--- config.mk ---
export PLATFORM = sky130hd
export DESIGN_NAME = entity_sparse_set_store_flat
export DESIGN_NICKNAME = d
export VERILOG_FILES = /design/src/hdl/ess_pkg.sv /design/src/hdl/ess_in_if.sv /design/src/hdl/ess_out_if.sv /design/src/hdl/entity_sparse_set_store.sv /design/src/hdl/ess_ctrl.sv /design/src/hdl/ess_dp.sv /design/src/flat_wrapper.sv
export VERILOG_INCLUDE_DIRS = /design/src /design/src/hdl
export SDC_FILE = /design/constraint.sdc
export NUM_CORES = 2
export LEC_CHECK = 0
export BUFFER_PORTS_ARGS = -buffer_cell sky130_fd_sc_hd__buf_4
export CAP_MARGIN = 0
export CORE_ASPECT_RATIO = 1.2
export CORE_UTILIZATION = 30
export CTS_CLUSTER_DIAMETER = 40
export DETAILED_ROUTE_END_ITERATION = 6
export PLACE_DENSITY_LB_ADDON = 0.05
export SLEW_MARGIN = 20
export SYNTH_ARGS = -nofsm -noshare
export SYNTH_HDL_FRONTEND = slang
export SYNTH_SLANG_ARGS = --single-unit
--- constraint.sdc ---
create_clock -name clk_i -period 8.9 [get_ports clk_i]
set_input_delay 0.445 -clock clk_i [delete_from_list [all_inputs] [get_ports clk_i]]
set_output_delay 0.445 -clock clk_i [all_outputs]
set_load 0.01 [all_outputs]
--- src/hdl/assert_macros.svh ---
// Assertion macros shared by the entity store RTL.
// Depends on nothing; included by files that carry concurrent assertions.
`ifndef ASSERT_MACROS_SVH
`define ASSERT_MACROS_SVH

// A property checked on every rising clock edge while reset is released.
`define ESS_ASSERT(label, clk, rst_n, prop) \
  label: assert property (@(posedge clk) disable iff (!rst_n) prop) \
    else $error("entity store assertion failed");

// A condition that must be followed by another one in the next cycle.
`define ESS_ASSERT_NEXT(label, clk, rst_n, cond, nxt) \
  `ESS_ASSERT(label, clk, rst_n, (cond) |=> (nxt))

`endif

--- src/hdl/ess_pkg.sv ---
// Package for the entity store: sizes, operation and status codes, and the
// request, result and command types. Depends on nothing.
package ess_pkg;

  // Store size and stored position width.
  localparam int MAX_ENTRIES = 32;
  localparam int POS_WIDTH   = 32;

  // Field widths of the request and result channels.
  localparam int FUNC_W  = 3;
  localparam int ENT_W   = 5;
  localparam int SLOT_W  = 5;
  localparam int FPOS_W  = 32;
  localparam int STAT_W  = 3;
  localparam int COUNT_W = 6;

  // Internal widths derived from the store size.
  localparam int IDX_W = (MAX_ENTRIES > 1) ? $clog2(MAX_ENTRIES) : 1;
  localparam int CNT_W = $clog2(MAX_ENTRIES + 1);

  // Free map search is done in groups of eight entities.
  localparam int GRP_SIZE  = 8;
  localparam int GRP_IDX_W = 3;
  localparam int NGRP      = (MAX_ENTRIES + GRP_SIZE - 1) / GRP_SIZE;
  localparam int PAD_W     = NGRP * GRP_SIZE;

  // Slot map value that means the entity has no component.
  localparam logic [CNT_W-1:0] SLOT_NONE = CNT_W'(MAX_ENTRIES);

  // Operation codes.
  localparam logic [FUNC_W-1:0] FN_CREATE  = 3'd0;
  localparam logic [FUNC_W-1:0] FN_DESTROY = 3'd1;
  localparam logic [FUNC_W-1:0] FN_ADD     = 3'd2;
  localparam logic [FUNC_W-1:0] FN_REMOVE  = 3'd3;
  localparam logic [FUNC_W-1:0] FN_READ    = 3'd4;

  // Status codes.
  localparam logic [STAT_W-1:0] ST_OK         = 3'd0;
  localparam logic [STAT_W-1:0] ST_NO_FREE    = 3'd1;
  localparam logic [STAT_W-1:0] ST_HAS_COMP   = 3'd2;
  localparam logic [STAT_W-1:0] ST_NO_COMP    = 3'd3;
  localparam logic [STAT_W-1:0] ST_SLOT_EMPTY = 3'd4;

  // One request as it enters the store.
  typedef struct packed {
    logic [FUNC_W-1:0]        func;
    logic [ENT_W-1:0]         entity;
    logic [SLOT_W-1:0]        slot;
    logic signed [FPOS_W-1:0] pos_x;
    logic signed [FPOS_W-1:0] pos_y;
  } ess_item_t;

  // One result as it leaves the store.
  typedef struct packed {
    logic [STAT_W-1:0]        status;
    logic [ENT_W-1:0]         entity_out;
    logic [SLOT_W-1:0]        slot_out;
    logic signed [FPOS_W-1:0] x_out;
    logic signed [FPOS_W-1:0] y_out;
    logic [COUNT_W-1:0]       count_out;
  } ess_result_t;

  // Commands from the controller to the datapath.
  typedef struct packed {
    logic capture;
    logic exec;
  } ess_cmd_t;

endpackage

--- src/hdl/ess_in_if.sv ---
// Request channel of the entity store: valid, ready and the request fields.
// Depends on ess_pkg for the field widths.
interface ess_in_if;
  logic                                valid;
  logic                                ready;
  logic [ess_pkg::FUNC_W-1:0]          func;
  logic [ess_pkg::ENT_W-1:0]           entity;
  logic [ess_pkg::SLOT_W-1:0]          slot;
  logic signed [ess_pkg::FPOS_W-1:0]   pos_x;
  logic signed [ess_pkg::FPOS_W-1:0]   pos_y;

  modport source (output valid, func, entity, slot, pos_x, pos_y, input ready);
  modport sink (input valid, func, entity, slot, pos_x, pos_y, output ready);
endinterface

--- src/hdl/ess_out_if.sv ---
// Result channel of the entity store: valid, ready and the result fields.
// Depends on ess_pkg for the field widths.
interface ess_out_if;
  logic                                valid;
  logic                                ready;
  logic [ess_pkg::STAT_W-1:0]          status;
  logic [ess_pkg::ENT_W-1:0]           entity_out;
  logic [ess_pkg::SLOT_W-1:0]          slot_out;
  logic signed [ess_pkg::FPOS_W-1:0]   x_out;
  logic signed [ess_pkg::FPOS_W-1:0]   y_out;
  logic [ess_pkg::COUNT_W-1:0]         count_out;

  modport source (output valid, status, entity_out, slot_out, x_out, y_out, count_out,
                  input ready);
  modport sink (input valid, status, entity_out, slot_out, x_out, y_out, count_out,
                output ready);
endinterface

--- src/hdl/entity_sparse_set_store.sv ---
// Entity allocator with a packed position store (sparse set, swap remove).
// The request is captured on acceptance and executed once the result register is free
// or being emptied; the result is registered. No new request is accepted until the last
// has executed: the dense memory read at capture precedes the write and map update.
// Reset: all entities free, no components, count zero; no clearing pass is needed.
`include "assert_macros.svh"

module entity_sparse_set_store (
  input  logic       clk_i,
  input  logic       rst_ni,
  ess_in_if.sink     in_i,
  ess_out_if.source  out_o
);

  ess_pkg::ess_cmd_t    cmd;
  ess_pkg::ess_item_t   item;
  ess_pkg::ess_result_t result;
  logic                 in_ready;
  logic                 out_valid;

  // Gather the request fields.
  assign item.func   = in_i.func;
  assign item.entity = in_i.entity;
  assign item.slot   = in_i.slot;
  assign item.pos_x  = in_i.pos_x;
  assign item.pos_y  = in_i.pos_y;

  // Controller.
  ess_ctrl u_ctrl (
    .clk_i       (clk_i),
    .rst_ni      (rst_ni),
    .in_valid_i  (in_i.valid),
    .out_ready_i (out_o.ready),
    .in_ready_o  (in_ready),
    .out_valid_o (out_valid),
    .cmd_o       (cmd)
  );

  // Datapath.
  ess_dp u_dp (
    .clk_i    (clk_i),
    .rst_ni   (rst_ni),
    .cmd_i    (cmd),
    .item_i   (item),
    .result_o (result)
  );

  // Drive the channels.
  assign in_i.ready       = in_ready;
  assign out_o.valid      = out_valid;
  assign out_o.status     = result.status;
  assign out_o.entity_out = result.entity_out;
  assign out_o.slot_out   = result.slot_out;
  assign out_o.x_out      = result.x_out;
  assign out_o.y_out      = result.y_out;
  assign out_o.count_out  = result.count_out;

  // Sequencing checks.
  `ESS_ASSERT(a_no_accept_in_exec, clk_i, rst_ni, !(in_i.ready && cmd.exec))
  `ESS_ASSERT_NEXT(a_accept_then_busy, clk_i, rst_ni, in_i.valid && in_i.ready, !in_i.ready)
  `ESS_ASSERT_NEXT(a_exec_gives_result, clk_i, rst_ni, cmd.exec, out_o.valid)
  `ESS_ASSERT(a_count_bound, clk_i, rst_ni, out_o.valid |-> (int'(out_o.count_out) <= ess_pkg::MAX_ENTRIES))

endmodule

--- src/hdl/ess_ctrl.sv ---
// Controller of the entity store: capture and execute sequencing and the
// result valid flag. Depends on ess_pkg for the command type.
module ess_ctrl (
  input  logic              clk_i,
  input  logic              rst_ni,
  input  logic              in_valid_i,
  input  logic              out_ready_i,
  output logic              in_ready_o,
  output logic              out_valid_o,
  output ess_pkg::ess_cmd_t cmd_o
);

  localparam logic [0:0] ST_IDLE = 1'b0;
  localparam logic [0:0] ST_EXEC = 1'b1;

  logic [0:0] state_q, state_d;
  logic       out_valid_q, out_valid_d;

  // Next state, handshake and commands.
  always_comb begin
    state_d       = state_q;
    out_valid_d   = out_valid_q;
    cmd_o         = '0;
    in_ready_o    = (state_q == ST_IDLE);
    unique case (state_q)
      ST_IDLE: begin
        if (in_valid_i) begin
          cmd_o.capture = 1'b1;
          state_d       = ST_EXEC;
        end
      end
      ST_EXEC: begin
        // The result register must be free or emptied in this cycle.
        if (!out_valid_q || out_ready_i) begin
          cmd_o.exec = 1'b1;
          state_d    = ST_IDLE;
        end
      end
    endcase
    if (cmd_o.exec) begin
      out_valid_d = 1'b1;
    end else if (out_ready_i) begin
      out_valid_d = 1'b0;
    end
  end

  // State registers.
  always_ff @(posedge clk_i or negedge rst_ni) begin
    if (!rst_ni) begin
      state_q     <= ST_IDLE;
      out_valid_q <= 1'b0;
    end else begin
      state_q     <= state_d;
      out_valid_q <= out_valid_d;
    end
  end

  assign out_valid_o = out_valid_q;

endmodule

--- src/hdl/ess_dp.sv ---
// Datapath of the entity store: free map, slot map, dense storage memory,
// free entity search and the result register. Depends on ess_pkg.
module ess_dp (
  input  logic                 clk_i,
  input  logic                 rst_ni,
  input  ess_pkg::ess_cmd_t    cmd_i,
  input  ess_pkg::ess_item_t   item_i,
  output ess_pkg::ess_result_t result_o
);

  localparam int IDX_W     = ess_pkg::IDX_W;
  localparam int CNT_W     = ess_pkg::CNT_W;
  localparam int POS_W     = ess_pkg::POS_WIDTH;
  localparam int MAX_E     = ess_pkg::MAX_ENTRIES;
  localparam int NGRP      = ess_pkg::NGRP;
  localparam int GRP_SIZE  = ess_pkg::GRP_SIZE;
  localparam int GRP_IDX_W = ess_pkg::GRP_IDX_W;
  localparam int PAD_W     = ess_pkg::PAD_W;

  // Control state cleared by reset.
  logic [MAX_E-1:0] free_q, free_d;
  logic [CNT_W-1:0] soe_q [MAX_E];
  logic [CNT_W-1:0] soe_d [MAX_E];
  logic [CNT_W-1:0] cnt_q, cnt_d;

  // Dense storage, undefined until written.
  logic signed [POS_W-1:0] mem_x   [MAX_E];
  logic signed [POS_W-1:0] mem_y   [MAX_E];
  logic [IDX_W-1:0]        mem_own [MAX_E];

  // Captured request and the values read at capture.
  ess_pkg::ess_item_t      item_q;
  logic [CNT_W-1:0]        soe_e_q;
  logic signed [POS_W-1:0] rd_x_q, rd_y_q;
  logic [IDX_W-1:0]        rd_own_q;
  logic [IDX_W-1:0]        rd_addr;

  // Write port.
  logic                    mem_we;
  logic [IDX_W-1:0]        mem_wa;
  logic signed [POS_W-1:0] wr_x, wr_y;
  logic [IDX_W-1:0]        wr_own;

  // Free entity search tree.
  logic [PAD_W-1:0]     free_pad;
  logic [NGRP-1:0]      grp_any_q, grp_any_d;
  logic [GRP_IDX_W-1:0] grp_idx_q [NGRP];
  logic [GRP_IDX_W-1:0] grp_idx_d [NGRP];
  logic                 any_free;
  logic [IDX_W-1:0]     low_idx;

  // Decoded request terms.
  logic             valid_e;
  logic             has_comp;
  logic [IDX_W-1:0] ent_idx;
  logic [IDX_W-1:0] gap;

  ess_pkg::ess_result_t res_d, result_q;

  // A read takes its own slot; everything else reads the last dense entry.
  assign rd_addr = (item_i.func == ess_pkg::FN_READ) ? IDX_W'(item_i.slot)
                                                    : IDX_W'(cnt_q - 1'b1);

  // First level of the search: lowest free entity within each group.
  assign free_pad = PAD_W'(free_q);
  always_comb begin
    for (int g = 0; g < NGRP; g++) begin
      grp_any_d[g] = 1'b0;
      grp_idx_d[g] = '0;
      for (int b = GRP_SIZE - 1; b >= 0; b--) begin
        if (free_pad[g * GRP_SIZE + b]) begin
          grp_any_d[g] = 1'b1;
          grp_idx_d[g] = GRP_IDX_W'(b);
        end
      end
    end
  end

  // Second level: lowest group that still has a free entity.
  always_comb begin
    any_free = 1'b0;
    low_idx  = '0;
    for (int g = NGRP - 1; g >= 0; g--) begin
      if (grp_any_q[g]) begin
        any_free = 1'b1;
        low_idx  = IDX_W'(g * GRP_SIZE + int'(grp_idx_q[g]));
      end
    end
  end

  assign valid_e  = int'(item_q.entity) < MAX_E;
  assign has_comp = valid_e && (soe_e_q < cnt_q);
  assign ent_idx  = IDX_W'(item_q.entity);
  assign gap      = soe_e_q[IDX_W-1:0];

  // Execute step: map updates, memory write and the result.
  always_comb begin
    logic do_swap;
    do_swap  = 1'b0;
    free_d   = free_q;
    soe_d    = soe_q;
    cnt_d    = cnt_q;
    mem_we   = 1'b0;
    mem_wa   = gap;
    wr_x     = rd_x_q;
    wr_y     = rd_y_q;
    wr_own   = rd_own_q;
    res_d    = '0;
    res_d.status = ess_pkg::ST_OK;
    if (cmd_i.exec) begin
      unique case (item_q.func)
        ess_pkg::FN_CREATE: begin
          if (any_free) begin
            free_d[low_idx]  = 1'b0;
            res_d.entity_out = ess_pkg::ENT_W'(low_idx);
          end else begin
            res_d.status = ess_pkg::ST_NO_FREE;
          end
        end
        ess_pkg::FN_DESTROY: begin
          if (!valid_e) begin
            res_d.status = ess_pkg::ST_NO_COMP;
          end else begin
            if (has_comp) begin
              do_swap = 1'b1;
            end else begin
              res_d.status = ess_pkg::ST_NO_COMP;
            end
            free_d[ent_idx] = 1'b1;
          end
        end
        ess_pkg::FN_ADD: begin
          if (!valid_e) begin
            res_d.status = ess_pkg::ST_NO_COMP;
          end else if (has_comp || int'(cnt_q) >= MAX_E) begin
            res_d.status = ess_pkg::ST_HAS_COMP;
          end else begin
            mem_we           = 1'b1;
            mem_wa           = cnt_q[IDX_W-1:0];
            wr_x             = POS_W'(item_q.pos_x);
            wr_y             = POS_W'(item_q.pos_y);
            wr_own           = ent_idx;
            soe_d[ent_idx]   = cnt_q;
            res_d.slot_out   = ess_pkg::SLOT_W'(cnt_q);
            cnt_d            = cnt_q + 1'b1;
          end
        end
        ess_pkg::FN_REMOVE: begin
          if (has_comp) begin
            do_swap = 1'b1;
          end else begin
            res_d.status = ess_pkg::ST_NO_COMP;
          end
        end
        ess_pkg::FN_READ: begin
          if (int'(item_q.slot) < int'(cnt_q)) begin
            res_d.entity_out = ess_pkg::ENT_W'(rd_own_q);
            res_d.slot_out   = item_q.slot;
            res_d.x_out      = ess_pkg::FPOS_W'(rd_x_q);
            res_d.y_out      = ess_pkg::FPOS_W'(rd_y_q);
          end else begin
            res_d.status = ess_pkg::ST_SLOT_EMPTY;
          end
        end
        default: begin
        end
      endcase
      // Swap remove: the last entry moves into the gap. The removed entity's
      // mapping is cleared after the mover's, so removing the last entry works.
      if (do_swap) begin
        mem_we          = 1'b1;
        soe_d[rd_own_q] = CNT_W'(gap);
        soe_d[ent_idx]  = ess_pkg::SLOT_NONE;
        cnt_d           = cnt_q - 1'b1;
      end
      res_d.count_out = ess_pkg::COUNT_W'(cnt_d);
    end
  end

  // Maps and count, cleared by reset.
  always_ff @(posedge clk_i or negedge rst_ni) begin
    if (!rst_ni) begin
      free_q <= '1;
      cnt_q  <= '0;
      for (int i = 0; i < MAX_E; i++) begin
        soe_q[i] <= ess_pkg::SLOT_NONE;
      end
    end else if (cmd_i.exec) begin
      free_q <= free_d;
      cnt_q  <= cnt_d;
      soe_q  <= soe_d;
    end
  end

  // Dense storage memory: one write port, one registered read port.
  always_ff @(posedge clk_i) begin
    if (mem_we) begin
      mem_x[mem_wa]   <= wr_x;
      mem_y[mem_wa]   <= wr_y;
      mem_own[mem_wa] <= wr_own;
    end
    if (cmd_i.capture) begin
      rd_x_q   <= mem_x[rd_addr];
      rd_y_q   <= mem_y[rd_addr];
      rd_own_q <= mem_own[rd_addr];
    end
  end

  // Request capture, search tree leaves and the result register.
  always_ff @(posedge clk_i) begin
    if (cmd_i.capture) begin
      item_q  <= item_i;
      soe_e_q <= soe_q[IDX_W'(item_i.entity)];
    end
    grp_any_q <= grp_any_d;
    grp_idx_q <= grp_idx_d;
    if (cmd_i.exec) begin
      result_q <= res_d;
    end
  end

  assign result_o = result_q;

endmodule
--- src/flat_wrapper.sv ---
// flat-port wrapper written by rule: the top's interface ports become plain ports
module entity_sparse_set_store_flat 
  (clk_i, rst_ni, in_i_valid, in_i_func, in_i_entity, in_i_slot, in_i_pos_x, in_i_pos_y, in_i_ready, out_o_valid, out_o_status, out_o_entity_out, out_o_slot_out, out_o_x_out, out_o_y_out, out_o_count_out, out_o_ready);
  ess_in_if in_i_i ();
  ess_out_if out_o_i ();
  input  logic clk_i;
  input  logic rst_ni;
  input wire logic [$bits(in_i_i.valid)-1:0] in_i_valid;
  input wire logic [$bits(in_i_i.func)-1:0] in_i_func;
  input wire logic [$bits(in_i_i.entity)-1:0] in_i_entity;
  input wire logic [$bits(in_i_i.slot)-1:0] in_i_slot;
  input wire logic [$bits(in_i_i.pos_x)-1:0] in_i_pos_x;
  input wire logic [$bits(in_i_i.pos_y)-1:0] in_i_pos_y;
  output wire logic [$bits(in_i_i.ready)-1:0] in_i_ready;
  output wire logic [$bits(out_o_i.valid)-1:0] out_o_valid;
  output wire logic [$bits(out_o_i.status)-1:0] out_o_status;
  output wire logic [$bits(out_o_i.entity_out)-1:0] out_o_entity_out;
  output wire logic [$bits(out_o_i.slot_out)-1:0] out_o_slot_out;
  output wire logic [$bits(out_o_i.x_out)-1:0] out_o_x_out;
  output wire logic [$bits(out_o_i.y_out)-1:0] out_o_y_out;
  output wire logic [$bits(out_o_i.count_out)-1:0] out_o_count_out;
  input wire logic [$bits(out_o_i.ready)-1:0] out_o_ready;
  assign in_i_i.valid = in_i_valid;
  assign in_i_i.func = in_i_func;
  assign in_i_i.entity = in_i_entity;
  assign in_i_i.slot = in_i_slot;
  assign in_i_i.pos_x = in_i_pos_x;
  assign in_i_i.pos_y = in_i_pos_y;
  assign in_i_ready = in_i_i.ready;
  assign out_o_valid = out_o_i.valid;
  assign out_o_status = out_o_i.status;
  assign out_o_entity_out = out_o_i.entity_out;
  assign out_o_slot_out = out_o_i.slot_out;
  assign out_o_x_out = out_o_i.x_out;
  assign out_o_y_out = out_o_i.y_out;
  assign out_o_count_out = out_o_i.count_out;
  assign out_o_i.ready = out_o_ready;
  entity_sparse_set_store u_core (.clk_i(clk_i), .rst_ni(rst_ni), .in_i(in_i_i), .out_o(out_o_i));
endmodule
==> results.py <==
metrics = {
    "setup_path": {
        "cp_num_cells": 11,
        "critical_path_required_ns": 9.45,
        "path_cells": "inv_2 -> ha_1 -> o21ai_1 -> a21oi_2 -> nand2_2 -> nor3_4 -> buf_12 -> o2111ai_1 -> a21oi_4 -> buf_4 -> buf_4",
        "path_delay_family": "buffers and inverters",
        "critPathMaxFanout": 93,
        "critPathMaxStageDelay_ns": 0.84,
        "slowest_stage": "buf_4",
        "cp_num_buf_inv": 4,
        "r2r_slack_ns": 2.99,
        "worstPathArrival_ns": 6.45,
        "critPathKind": "reg2reg",
        "worst_setup_path_end_kind": "flop",
        "startpoint_type": "flop",
        "cpMostUsedCell": "buf_4",
        "r2r_cells": 11,
    },
    "routing": {
        "post-route-drc-count": 0,
        "detail_route.first_pass.iterations": 6,
        "drt-total-wl_microns": 398000,
        "ant_nets": 0,
        "vias": 69083,
        "avgViaCountPerCell": 5.17,
        "first_iter_violations": 5359,
        "wire_per_inst_microns": 29.8,
    },
    "yosys": {
        "synthCells": 7696,
        "synth-simple-area-share": 0.103,
        "yosysTopAreaCell": "edfxtp_1",
        "synth_xor_area_frac": 0.000711,
        "synth_fp_nets": 7789,
        "synth_top_area_share": 0.662,
        "async_flop_share": 0.0862,
        "ys.flop_type": "edfxtp_1",
        "avgSynthCellArea_sq_um": 14.4,
        "synth_top_family_by_area": "simple AND/OR/NAND/NOR gates",
        "synth_enable_flop_cells": 2443,
        "yosysWarnings": 0,
        "synth_area_leaders": "edfxtp_1 (66%), mux2i_1 (7.6%), nand2_1 (4.8%)",
        "synth_seq_area_share": 0.718,
        "synth_cell_types": 84,
        "netlist_area_sq_um": 111000,
        "ys_ff_latch": 2691,
        "synth_fa_ha_area_frac": 0.00136,
        "synth_compound_area_frac": 0.0643,
        "synthMuxAreaShare": 0.0886,
    },
    "sta": {
        "max_freq_mhz": 169,
        "tns_ns": 0,
        "max_slew_margin": 0.226,
        "rsz0062_at_grt": "no",
        "maxSlewViolCount": 0,
        "setup_viol": 0,
        "tightestPinTransition_ns": 1.16,
        "min_period_ns": 5.91,
        "setup_ws_ns": 2.99,
        "period_share": 0.664,
        "finalHoldViolCount": 0,
        "finalClockSkew_ns": 0.0564,
    },
    "die": {
        "die_h_microns": 668,
        "die-width_microns": 557,
        "core_region_area_sq_um": 368000,
        "rows": 244,
        "io_pins": 166,
        "start_util": 0.301,
        "dieArea_sq_um": 372000,
    },
    "finish": {
        "layout_commonest_cell": "edfxtp_1",
        "filler_cell_count": 34988,
        "fin_util": 0.366,
        "drive_gt1_frac": 0.163,
        "synthToLayoutAreaGrowth_pct": 21.4,
        "layout_common_cells": "edfxtp_1 (2443), nand2_1 (1387), mux2i_1 (836)",
        "finalNetCount": 8139,
        "postLayoutCellArea_sq_um": 135000,
    },
    "clock_tree": {
        "path_clk_slew_ns": 0.06,
        "cts-htree-levels": 5,
        "root_buffer": "clkbuf_16",
        "ctsHoldBuffers": 78,
        "clkLatencyLatePin_ns": 0.97,
        "numClockSinks": 2691,
        "clock_path_buffers": 4,
        "cts-resized-gates": 0,
        "cts_made_buffers": 451,
        "tritoncts": "yes",
        "post_cts_buffers": 0,
    },
    "global_routing": {
        "grt-ovfl-total": 0,
        "grt_pass1_wl_microns": 557000,
        "grt_max_degree": 150,
        "grt_use_total": 0.210,
        "antenna_found_initial": 15,
        "grt_pass1_vias": 69694,
    },
    "placement": {
        "gp_congestion": 0.871,
        "port_buffers": 165,
        "dp_hpwl_microns": 217000,
        "post_dp_cell_area_sq_um": 118000,
        "pre_cts_ws_ns": 3.00,
    },
    "pwr": {
        "p_leak_nw": 46.7,
        "p_total_mw": 50.0,
        "peakVddDrop_v": 0.000354,
        "power.density_nw_per_um2": 372,
    },
    "status": {
        "status": "completed",
    },
    "worst_hold_path": {
        "holdPathStages": 2,
        "hold_path.class": "in2reg",
    },
    "job": {
        "drv_cap": 0,
    },
}
[synthesized netlist by cell type, types with 17 or more instances]
master	n
dfrtp_1	168
nor2_1	199
o22ai_1	54
a32oi_1	288
and2_1	79
buf_1	23
a31oi_1	101
nand4_1	72
buf_2	174
nor3_1	126
mux4_2	60
nand2_1	1417
a211oi_1	17
a21oi_1	133
o21ai_0	33
a22oi_1	55
nor4_1	24
edfxtp_1	2443
clkbuf_1	245
buf_4	85
dfstp_2	64
o2bb2ai_1	116
inv_1	23
a22o_1	23
o21bai_1	19
mux2i_1	837
nand3_1	571
nor3b_1	22
[worst register-to-register path, delay by kind of cell (launching register included)]
family	cells	cell delay, ns
AOI/OAI and AO/OA	4	1.18
buffers and inverters	4	2.39
and+or+nand+nor	2	0.73
DFF	1	0.72
adders and majority gates	1	0.39
[path summary, 6_finish.rpt]
check / from / to
max: u_core.u_dp.cnt_q[4]$_DFFE_PN0P_ / u_core.u_dp.mem_x[29][11]$_DFFE_PP_
min: in_i_pos_y[6] / u_core.u_dp.item_q[6]$_DFFE_PP_
max reg2reg: u_core.u_dp.cnt_q[4]$_DFFE_PN0P_ / u_core.u_dp.mem_x[29][11]$_DFFE_PP_
min reg2reg: u_core.u_dp.soe_q[168]$_DFFE_PN0P_ / u_core.u_dp.soe_q[168]$_DFFE_PN0P_
max in group asynchronous: rst_ni / u_core.u_dp.soe_q[38]$_DFFE_PN0P_
min in group asynchronous: rst_ni / u_core.u_ctrl.state_q$_DFF_PN0_
[state kept, by name, indices dropped and copies added, names as in the netlist, 32 cells and up]
signal and flops:
u_core.u_dp.mem_x 1024, u_core.u_dp.soe_q 192, u_core.u_dp.free_pad 32, u_core.u_dp.mem_own 160, u_core.u_dp.item_q 72, u_core.u_dp.rd_x_q 32, u_core.u_dp.rd_y_q 32, u_core.u_dp.mem_y 1024
u_core.u_dp.result_o 83
[stage by stage]
stage               instances  hold slack, ns
finish                  13367           0.173
global route            13363           0.146
CTS                     13359          0.0895
detailed placement      12432           0.469
global placement        12425           0.468
floorplan                7696           0.149
[kinds of logic (layout without fill, tap and decap cells)]
group,Yosys count,count (layout)
adder cells (fa/ha/maj),12,12
buffers and inverters,556,1302
other,0,5
AND/OR/NAND/NOR,2589,2589
flip-flops,2691,2691
AO/OA/AOI/OAI,934,934
XOR/XNOR,9,9
multiplexers,905,905
[area by class of cell]
class | count | area (sq um) | share of cell area
sequential | 2691 | 79600 | 0.591
multi-input combinational | 4449 | 29200 | 0.217
clock buffer | 509 | 11700 | 0.0871
tap | 4920 | 6160 | 0.0458
clock inverter | 340 | 4030 | 0.0300
timing repair buffer | 427 | 3790 | 0.0282
inverter | 26 | 105 | 0.000781
antenna | 5 | 12.5 | 0.0000930
[power by group]
| group | total (mW) | switching [mW] | internal (mW) | leakage, nW |
|---|---|---|---|---|
| combinational | 14.8 | 10.6 | 4.15 | 14.0 |
| clock | 18.0 | 6.54 | 11.4 | 7.49 |
| sequential | 17.2 | 0.614 | 16.6 | 25.2 |
[layer usage]
layer	vias up	GRT usage	part of all wire
met3	678	0.0281	0.042
li1	30363	-	-
met5	-	0	0.000058
met4	4	0.0700	0.034
met1	36040	0.276	0.44
met2	1998	0.357	0.49
Power figures use the tool's default switching activity.
